## config.mk

```make
export PLATFORM = sky130hd
export DESIGN_NAME = md_hash_message_padder
export DESIGN_NICKNAME = d
export VERILOG_FILES = /design/src/rtl/mdpad_pkg.sv /design/src/rtl/mdpad_ctrl.sv /design/src/rtl/mdpad_datapath.sv /design/src/rtl/md_hash_message_padder.sv
export SDC_FILE = /design/constraint.sdc
export NUM_CORES = 1
export LEC_CHECK = 0
export BUFFER_PORTS_ARGS = -buffer_cell sky130_fd_sc_hd__buf_2
export CORE_UTILIZATION = 30
export DETAILED_ROUTE_END_ITERATION = 16
export HOLD_SLACK_MARGIN = 0.02
export PLACE_DENSITY_LB_ADDON = 0.3
export SLEW_MARGIN = 20
export SYNTH_ARGS = -nofsm -noshare
export SYNTH_HDL_FRONTEND = slang
export SYNTH_SLANG_ARGS = --single-unit
export TNS_END_PERCENT = 1
```

## constraint.sdc

```tcl
create_clock -name aclk -period 3.3 [get_ports aclk]
set_input_delay 0.33 -clock aclk [delete_from_list [all_inputs] [get_ports aclk]]
set_output_delay 0.33 -clock aclk [all_outputs]
set_load 0.005 [all_outputs]
```

## src/rtl/mdpad_pkg.sv

```systemverilog
// Shared types, constants and helper functions of the MD5 / SHA-1 message padder.
// No dependencies; used by the controller, datapath and top level of the padder.
package mdpad_pkg;

    localparam int unsigned COUNT_W   = 61;
    localparam int unsigned PARTIAL_W = 24;
    localparam int unsigned WORD_W    = 32;
    localparam int unsigned BYTE_W    = 8;
    localparam int unsigned WIDX_W    = 4;

    localparam logic [BYTE_W-1:0] PAD_BYTE       = 8'h80;
    localparam logic [5:0]        LEN_START_BYTE = 6'd56;
    localparam logic [WIDX_W-1:0] LEN_HI_WIDX    = 4'd14;
    localparam logic [WIDX_W-1:0] LAST_WIDX      = 4'd15;

    // Values of the command flag on the input channel.
    localparam logic CMD_APPEND = 1'b0;
    localparam logic CMD_FINISH = 1'b1;

    // Values of the algorithm register.
    localparam logic ALG_SHA1 = 1'b0;
    localparam logic ALG_MD5  = 1'b1;

    // Commands from the controller to the datapath.
    typedef struct packed {
        logic load_byte;
        logic start_pad;
        logic emit_pad;
    } mdpad_cmd_t;

    // Status from the datapath to the controller.
    typedef struct packed {
        logic slot_free;
        logic pad_last;
    } mdpad_stat_t;

    function automatic logic [WORD_W-1:0] byte_swap32(input logic [WORD_W-1:0] v);
        return {v[7:0], v[15:8], v[23:16], v[31:24]};
    endfunction

endpackage

```

## src/rtl/mdpad_ctrl.sv

```systemverilog
// Controller state machine of the message padder: input handshake and padding sequencing.
// Depends on mdpad_pkg for the command and status structs.
module mdpad_ctrl (
    input  logic                aclk,
    input  logic                aresetn,
    input  logic                s_tvalid,
    input  logic                s_cmd,
    output logic                s_tready,
    input  mdpad_pkg::mdpad_stat_t stat,
    output mdpad_pkg::mdpad_cmd_t  cmd
);

    typedef enum logic [1:0] {
        S_DATA = 2'b01,
        S_PAD  = 2'b10
    } state_t;

    state_t state_reg;
    state_t state_next;
    logic   in_fire;

    assign s_tready = (state_reg == S_DATA) && stat.slot_free;
    assign in_fire  = s_tvalid && s_tready;

    always_comb begin
        cmd.load_byte = in_fire && (s_cmd == mdpad_pkg::CMD_APPEND);
        cmd.start_pad = in_fire && (s_cmd == mdpad_pkg::CMD_FINISH);
        cmd.emit_pad  = (state_reg == S_PAD) && stat.slot_free;
    end

    always_comb begin
        state_next = state_reg;
        unique case (state_reg)
            S_DATA: begin
                if (cmd.start_pad) begin
                    state_next = S_PAD;
                end
            end
            S_PAD: begin
                if (cmd.emit_pad && stat.pad_last) begin
                    state_next = S_DATA;
                end
            end
            default: state_next = S_DATA;
        endcase
    end

    always_ff @(posedge aclk) begin
        if (!aresetn) begin
            state_reg <= S_DATA;
        end else begin
            state_reg <= state_next;
        end
    end

endmodule

```

## src/rtl/mdpad_datapath.sv

```systemverilog
// Datapath of the message padder: byte count, word packing, padding words and output register.
// Depends on mdpad_pkg for constants, structs and the byte swap function.
module mdpad_datapath (
    input  logic                                aclk,
    input  logic                                aresetn,
    input  mdpad_pkg::mdpad_cmd_t               cmd,
    output mdpad_pkg::mdpad_stat_t              stat,
    input  logic [mdpad_pkg::BYTE_W-1:0]        in_byte,
    input  logic                                cfg_we,
    input  logic                                cfg_data,
    input  logic                                m_tready,
    output logic                                m_tvalid,
    output logic [mdpad_pkg::WORD_W-1:0]        m_tdata,
    output logic [1:0]                          m_tuser,
    output logic                                m_tlast
);

    logic [mdpad_pkg::COUNT_W-1:0]   count_reg, count_next;
    logic [mdpad_pkg::PARTIAL_W-1:0] partial_reg, partial_next;
    logic                            algorithm_reg;

    logic [mdpad_pkg::WIDX_W-1:0]    pad_widx_reg, pad_widx_next;
    logic                            pad_first_reg, pad_first_next;
    logic                            pad_extra_reg, pad_extra_next;
    logic                            pad_init_reg, pad_init_next;

    logic                            out_valid_reg, out_valid_next;
    logic [mdpad_pkg::WORD_W-1:0]    out_word_reg, out_word_next;
    logic                            out_first_reg, out_first_next;
    logic                            out_bend_reg, out_bend_next;
    logic                            out_last_reg, out_last_next;

    logic [1:0]                      k;
    logic                            cnt_first;
    logic [63:0]                     bit_len;
    logic [mdpad_pkg::WORD_W-1:0]    init_word;
    logic [mdpad_pkg::WORD_W-1:0]    pad_word;
    logic                            pad_last;

    assign k         = count_reg[1:0];
    assign cnt_first = (count_reg[mdpad_pkg::COUNT_W-1:6] == '0);
    assign bit_len   = {count_reg, 3'b000};
    assign pad_last  = (pad_widx_reg == mdpad_pkg::LAST_WIDX) && !pad_extra_reg;

    assign stat.slot_free = !out_valid_reg || m_tready;
    assign stat.pad_last  = pad_last;

    // First padding word: pending bytes, then the 0x80 marker byte.
    always_comb begin
        unique case (k)
            2'd0: init_word = {mdpad_pkg::PAD_BYTE, 24'h0};
            2'd1: init_word = {partial_reg[7:0], mdpad_pkg::PAD_BYTE, 16'h0};
            2'd2: init_word = {partial_reg[15:0], mdpad_pkg::PAD_BYTE, 8'h0};
            2'd3: init_word = {partial_reg, mdpad_pkg::PAD_BYTE};
            default: init_word = '0;
        endcase
    end

    always_comb begin
        priority if (pad_init_reg) begin
            pad_word = init_word;
        end else if (!pad_extra_reg && (pad_widx_reg == mdpad_pkg::LEN_HI_WIDX)) begin
            pad_word = (algorithm_reg == mdpad_pkg::ALG_MD5) ?
                       mdpad_pkg::byte_swap32(bit_len[31:0]) : bit_len[63:32];
        end else if (pad_last) begin
            pad_word = (algorithm_reg == mdpad_pkg::ALG_MD5) ?
                       mdpad_pkg::byte_swap32(bit_len[63:32]) : bit_len[31:0];
        end else begin
            pad_word = '0;
        end
    end

    always_comb begin
        count_next     = count_reg;
        partial_next   = partial_reg;
        pad_widx_next  = pad_widx_reg;
        pad_first_next = pad_first_reg;
        pad_extra_next = pad_extra_reg;
        pad_init_next  = pad_init_reg;
        out_valid_next = out_valid_reg && !m_tready;
        out_word_next  = out_word_reg;
        out_first_next = out_first_reg;
        out_bend_next  = out_bend_reg;
        out_last_next  = out_last_reg;

        if (cmd.load_byte) begin
            count_next = count_reg + 1'b1;
            if (k == 2'd3) begin
                partial_next   = '0;
                out_valid_next = 1'b1;
                out_word_next  = {partial_reg, in_byte};
                out_first_next = cnt_first;
                out_bend_next  = (count_reg[5:2] == mdpad_pkg::LAST_WIDX);
                out_last_next  = 1'b0;
            end else begin
                partial_next = {partial_reg[15:0], in_byte};
            end
        end

        if (cmd.start_pad) begin
            pad_widx_next  = count_reg[5:2];
            pad_first_next = cnt_first;
            pad_extra_next = (count_reg[5:0] >= mdpad_pkg::LEN_START_BYTE);
            pad_init_next  = 1'b1;
        end

        if (cmd.emit_pad) begin
            out_valid_next = 1'b1;
            out_word_next  = pad_word;
            out_first_next = pad_first_reg;
            out_bend_next  = (pad_widx_reg == mdpad_pkg::LAST_WIDX);
            out_last_next  = pad_last;
            pad_init_next  = 1'b0;
            if ((pad_widx_reg == mdpad_pkg::LAST_WIDX) && pad_extra_reg) begin
                // Second padding block follows; it is never the first block.
                pad_widx_next  = '0;
                pad_extra_next = 1'b0;
                pad_first_next = 1'b0;
            end else begin
                pad_widx_next = pad_widx_reg + 1'b1;
            end
            if (pad_last) begin
                count_next   = '0;
                partial_next = '0;
            end
        end
    end

    always_ff @(posedge aclk) begin
        if (!aresetn) begin
            count_reg     <= '0;
            partial_reg   <= '0;
            algorithm_reg <= mdpad_pkg::ALG_SHA1;
            out_valid_reg <= 1'b0;
            pad_init_reg  <= 1'b0;
            pad_extra_reg <= 1'b0;
            pad_widx_reg  <= '0;
            pad_first_reg <= 1'b0;
        end else begin
            count_reg     <= count_next;
            partial_reg   <= partial_next;
            out_valid_reg <= out_valid_next;
            pad_init_reg  <= pad_init_next;
            pad_extra_reg <= pad_extra_next;
            pad_widx_reg  <= pad_widx_next;
            pad_first_reg <= pad_first_next;
            if (cfg_we) begin
                algorithm_reg <= cfg_data;
            end
        end
    end

    always_ff @(posedge aclk) begin
        out_word_reg  <= out_word_next;
        out_first_reg <= out_first_next;
        out_bend_reg  <= out_bend_next;
        out_last_reg  <= out_last_next;
    end

    assign m_tvalid = out_valid_reg;
    assign m_tdata  = out_word_reg;
    assign m_tuser  = {out_bend_reg, out_first_reg};
    assign m_tlast  = out_last_reg;

endmodule

```

## src/rtl/md_hash_message_padder.sv

```systemverilog
// Top level of the MD5 / SHA-1 message padder: controller plus datapath.
// Depends on mdpad_pkg, mdpad_ctrl and mdpad_datapath.

// The padder takes message bytes one per transfer and packs each four bytes into a
// 32-bit word, first byte in bits 31 to 24, emitting one word transfer for every fourth
// byte. A byte transfer is taken in every cycle as long as the output register is free
// or being drained, so data runs at one byte per cycle. A finish transfer closes the
// message: the padder then emits, one word per cycle unless the output stalls, the word
// holding the pending bytes and the 0x80 marker, zero words, and the 64-bit bit length
// (big-endian for SHA-1, byte-swapped low word first for MD5), which is 3 to 16 words or,
// when 56 or more bytes of the last block are in use, 17 or 18 words in total. No new input
// is accepted until the last word of the padding has entered the output register. Every
// output word carries a first-block flag and an end-of-block flag, and the last padding
// word carries tlast. The byte count wraps modulo 2^61 and returns to zero after every
// finish. The algorithm register should only be written while no message is being padded.
module md_hash_message_padder (
    input  logic        aclk,
    input  logic        aresetn,
    // Input channel.
    input  logic        s_tvalid,
    output logic        s_tready,
    input  logic [7:0]  s_tdata,   // [7:0] data_byte
    input  logic        s_tuser,   // [0] command: 0 append byte, 1 finish message
    // Result channel.
    output logic        m_tvalid,
    input  logic        m_tready,
    output logic [31:0] m_tdata,   // [31:0] message_word
    output logic [1:0]  m_tuser,   // [0] first_block, [1] block_end
    output logic        m_tlast,   // message_end
    // Configuration channel.
    input  logic        cfg_valid,
    output logic        cfg_ready,
    input  logic        cfg_data   // algorithm: 0 SHA-1, 1 MD5
);

    mdpad_pkg::mdpad_cmd_t  cmd;
    mdpad_pkg::mdpad_stat_t stat;

    // The register write is always taken in the cycle it is offered.
    assign cfg_ready = 1'b1;

    mdpad_ctrl u_ctrl (
        .aclk     (aclk),
        .aresetn  (aresetn),
        .s_tvalid (s_tvalid),
        .s_cmd    (s_tuser),
        .s_tready (s_tready),
        .stat     (stat),
        .cmd      (cmd)
    );

    mdpad_datapath u_datapath (
        .aclk     (aclk),
        .aresetn  (aresetn),
        .cmd      (cmd),
        .stat     (stat),
        .in_byte  (s_tdata),
        .cfg_we   (cfg_valid && cfg_ready),
        .cfg_data (cfg_data),
        .m_tready (m_tready),
        .m_tvalid (m_tvalid),
        .m_tdata  (m_tdata),
        .m_tuser  (m_tuser),
        .m_tlast  (m_tlast)
    );

endmodule

```

==> flow_summary.json <==
{
  "nFillCells": 2454,
  "core_mm2": 0.0236,
  "yosys_register_bits": 131,
  "grt_start_max_net_pins": 64,
  "ys.flop_type": "sky130_fd_sc_hd__dfxtp_1",
  "crit_path_end_kind": "flop",
  "fin_worst_hold_slack_ns": 0.161,
  "row_count": 56,
  "syn_avg_cell_area_um2": 8.75,
  "total_clock_buffers_created_by_cts": 17,
  "yosysSeqAreaShare": 0.410,
  "starting_density_of_the_core": 0.307,
  "final.period_utilization": 0.783,
  "grt_first_pass_wirelength_mm": 34.1,
  "die_height_um": 157,
  "instances_no_fill": 1171,
  "timing.final.setup_violations": 0,
  "worst_path_max_fanout": 18,
  "timing.critical_path.slowest_cell_delay_ns": 0.69,
  "seq_area_mm2": 0.00297,
  "p_per_area_mw_per_mm2": 457,
  "run_status": "finished clean",
  "firstDrtPassIters": 7,
  "top_level_ports": 53,
  "dp_slack_ns": 0.665,
  "multi_input_comb_area_mm2": 0.00392,
  "num_vias": 6528,
  "cts_root_buf": "sky130_fd_sc_hd__clkbuf_16",
  "via_count_of_the_first_global_routing_pass": 5876,
  "detailedPlacementHpwl_mm": 15.6,
  "cts.htree.levels": 4,
  "largest_register_ffs": 61,
  "setup_tns_ns": 0,
  "critPathLaunchType": "flop",
  "path_clk_slew_ns": 0.06,
  "num_antenna_cells": 0,
  "area_growth_syn_to_layout_pct": 15.7,
  "setup_slack_after_layout_ns": 0.715,
  "min_path_type": "in2reg",
  "fin_skew_ns": 0.00732,
  "crit_chain": "inv_1 > ha_1 > nand4b_1 > buf_4 > nand3_1 > o21ai_0 > a22o_1",
  "tritoncts_num_sinks": 131,
  "initialDrtViolationCount": 599,
  "ir_drop_uv": 344,
  "clock_tree.buffer_depth": 2,
  "cap_viol_max_count": 0,
  "grt_setup_unrepaired": "false",
  "achievable-frequency_mhz": 387,
  "grt_antenna_before_repair": 0,
  "grt_use_total": 0.182,
  "die_w_um": 157,
  "path_class": "reg2reg",
  "cts-resized-gates": 0,
  "critical-path-slowest-cell": "sky130_fd_sc_hd__nand4b_1",
  "insertion_delay_ns": 0.43,
  "placed_area_mm2": 0.00777,
  "port_buffers": 51,
  "postSynth.asyncResetShare": 0,
  "drive_gt1_frac": 0.146,
  "period_minus_slack_ns": 2.59,
  "mappedNetlistNets": 851,
  "timing_worst_slew_pin_value_ns": 0.841,
  "timing.critical_path.required_ns": 3.47,
  "dieArea_mm2": 0.0248,
  "globalplace.congestion": 0.870,
  "synthesis.yosys.warnings": 0,
  "final_antenna_net_count": 0,
  "leakage_nw": 2.71,
  "hold_viol": 0,
  "drt-total-wl_mm": 22.0,
  "netlist_instances": 829,
  "cp_data_arrival_time_ns": 2.76,
  "synthesis.area_mm2": 0.00725,
  "final_cell_area_mm2": 0.00839,
  "final_routed_wire_length_divided_by_cell_count_um": 18.8,
  "placed_cells_incl_taps": 1139,
  "detail_route.vias_per_cell": 5.57,
  "tightest_slew_margin_relative_to_the_limit": 0.436,
  "yosysUniqueCellTypes": 55,
  "cts_tree": "yes",
  "number_of_enable_type_register_cells_in_the_synthesized_netlist": 35,
  "final-max-slew-violation-count": 0,
  "nNetsFinal": 861,
  "post-cts-setup-buffer-count": 0,
  "drcViolationCount": 0,
  "global_route.overflow_total": 0,
  "cts_hold_repair.buffers": 0
}
-- through the flow --
stage          utilization  power, mW
2_1_floorplan            -       1.82
3_3_place_gp         0.329       1.87
3_5_place_dp         0.329       1.87
4_1_cts              0.355       3.87
5_1_grt              0.355       3.95
6_report             0.355       3.84
-- worst paths after layout --
path	depth (start not counted)	to	startpoint	slack, ns
setup / recovery	7	u_datapath.m_tdata[14]	u_datapath.pad_widx_reg[0]	0.71
hold / removal	3	u_datapath.algorithm_reg	cfg_data	0.16
setup reg to reg	7	u_datapath.m_tdata[14]	u_datapath.pad_widx_reg[0]	0.71
hold reg to reg	2	u_datapath.partial_reg[20]	u_datapath.partial_reg[20]	0.46
-- critical path: cells and delay by family, from the launching register on --
kind	cells	cell delay, ns
compound gates	2	0.44
simple gates	2	0.78
flops	1	0.34
buf+inv	2	0.54
fa+ha+maj	1	0.22
-- placed cells by master, fill, tap and decap left out, types with 12 or more instances in the layout --
master                      Yosys  routed
sky130_fd_sc_hd__dfxtp_1       96      95
sky130_fd_sc_hd__edfxtp_1      35      35
sky130_fd_sc_hd__nand2_1       72      72
sky130_fd_sc_hd__buf_4          3      20
sky130_fd_sc_hd__a21oi_1       60      60
sky130_fd_sc_hd__inv_1         15      15
sky130_fd_sc_hd__nor2_1        50      49
sky130_fd_sc_hd__o21ai_0       39      38
sky130_fd_sc_hd__clkbuf_16      0      17
sky130_fd_sc_hd__xor2_1        26      26
sky130_fd_sc_hd__nor4_1        20      20
sky130_fd_sc_hd__mux2i_1       51      51
sky130_fd_sc_hd__buf_2          5      51
sky130_fd_sc_hd__nand4_1       31      31
sky130_fd_sc_hd__nand3b_1      24      24
sky130_fd_sc_hd__nand3_1       39      39
sky130_fd_sc_hd__a22o_1        13      13
sky130_fd_sc_hd__or3_1         23      23
sky130_fd_sc_hd__or4_1         12      12
sky130_fd_sc_hd__o22ai_1       19      19
-- layout make-up --
class / instances / share of cell area
clock buffer: 18 / 0.0511
clock inverter: 14 / 0.0221
inverter: 15 / 0.00671
multi-input combinational: 602 / 0.468
sequential: 131 / 0.354
tap: 319 / 0.0476
timing repair buffer: 72 / 0.0507
-- cell usage after synthesis, types with 11 or more instances --
library cell	count	share of area
sky130_fd_sc_hd__o22ai_1	19	0.016
sky130_fd_sc_hd__edfxtp_1	35	0.14
sky130_fd_sc_hd__dfxtp_1	96	0.26
sky130_fd_sc_hd__nand2_1	72	0.037
sky130_fd_sc_hd__mux2i_1	51	0.070
sky130_fd_sc_hd__o31ai_1	11	0.011
sky130_fd_sc_hd__nand4_1	31	0.027
sky130_fd_sc_hd__or4_1	12	0.012
sky130_fd_sc_hd__inv_1	15	0.0078
sky130_fd_sc_hd__nor2_1	50	0.026
sky130_fd_sc_hd__nand3b_1	24	0.025
sky130_fd_sc_hd__nand3_1	39	0.027
sky130_fd_sc_hd__clkbuf_1	64	0.033
sky130_fd_sc_hd__nor4_1	20	0.017
sky130_fd_sc_hd__xor2_1	26	0.031
sky130_fd_sc_hd__a21oi_1	60	0.041
sky130_fd_sc_hd__a22oi_1	11	0.011
sky130_fd_sc_hd__or3_1	23	0.020
sky130_fd_sc_hd__a22o_1	13	0.016
sky130_fd_sc_hd__o21ai_0	39	0.027
-- logic make-up (layout without fill, tap and decap cells) --
logic type	after synthesis	count (layout)	synth area share
simple gates	320	320	0.242
compound gates	184	184	0.163
flops	131	131	0.410
buf+inv	96	119	0.0524
mux	60	60	0.0844
xor+xnor	30	30	0.0362
fa+ha+maj	7	7	0.0121
other cells	1	1	0.000517
-- report_power, final --
part | internal [mW] | switching [mW]
combinational | 0.0596 | 0.0978
sequential | 1.66 | 0.0198
clock | 1.26 | 0.739
total | 2.98 | 0.856
-- per-layer routing --
layer,track usage,part of all wire,vias to the layer above
met5,0,0,-
met4,0.0509,0.013,0
met3,0.0399,0.067,24
met2,0.286,0.46,220
met1,0.248,0.46,3168
li1,-,-,3116
No activity file was read; power rests on OpenSTA's default activity.
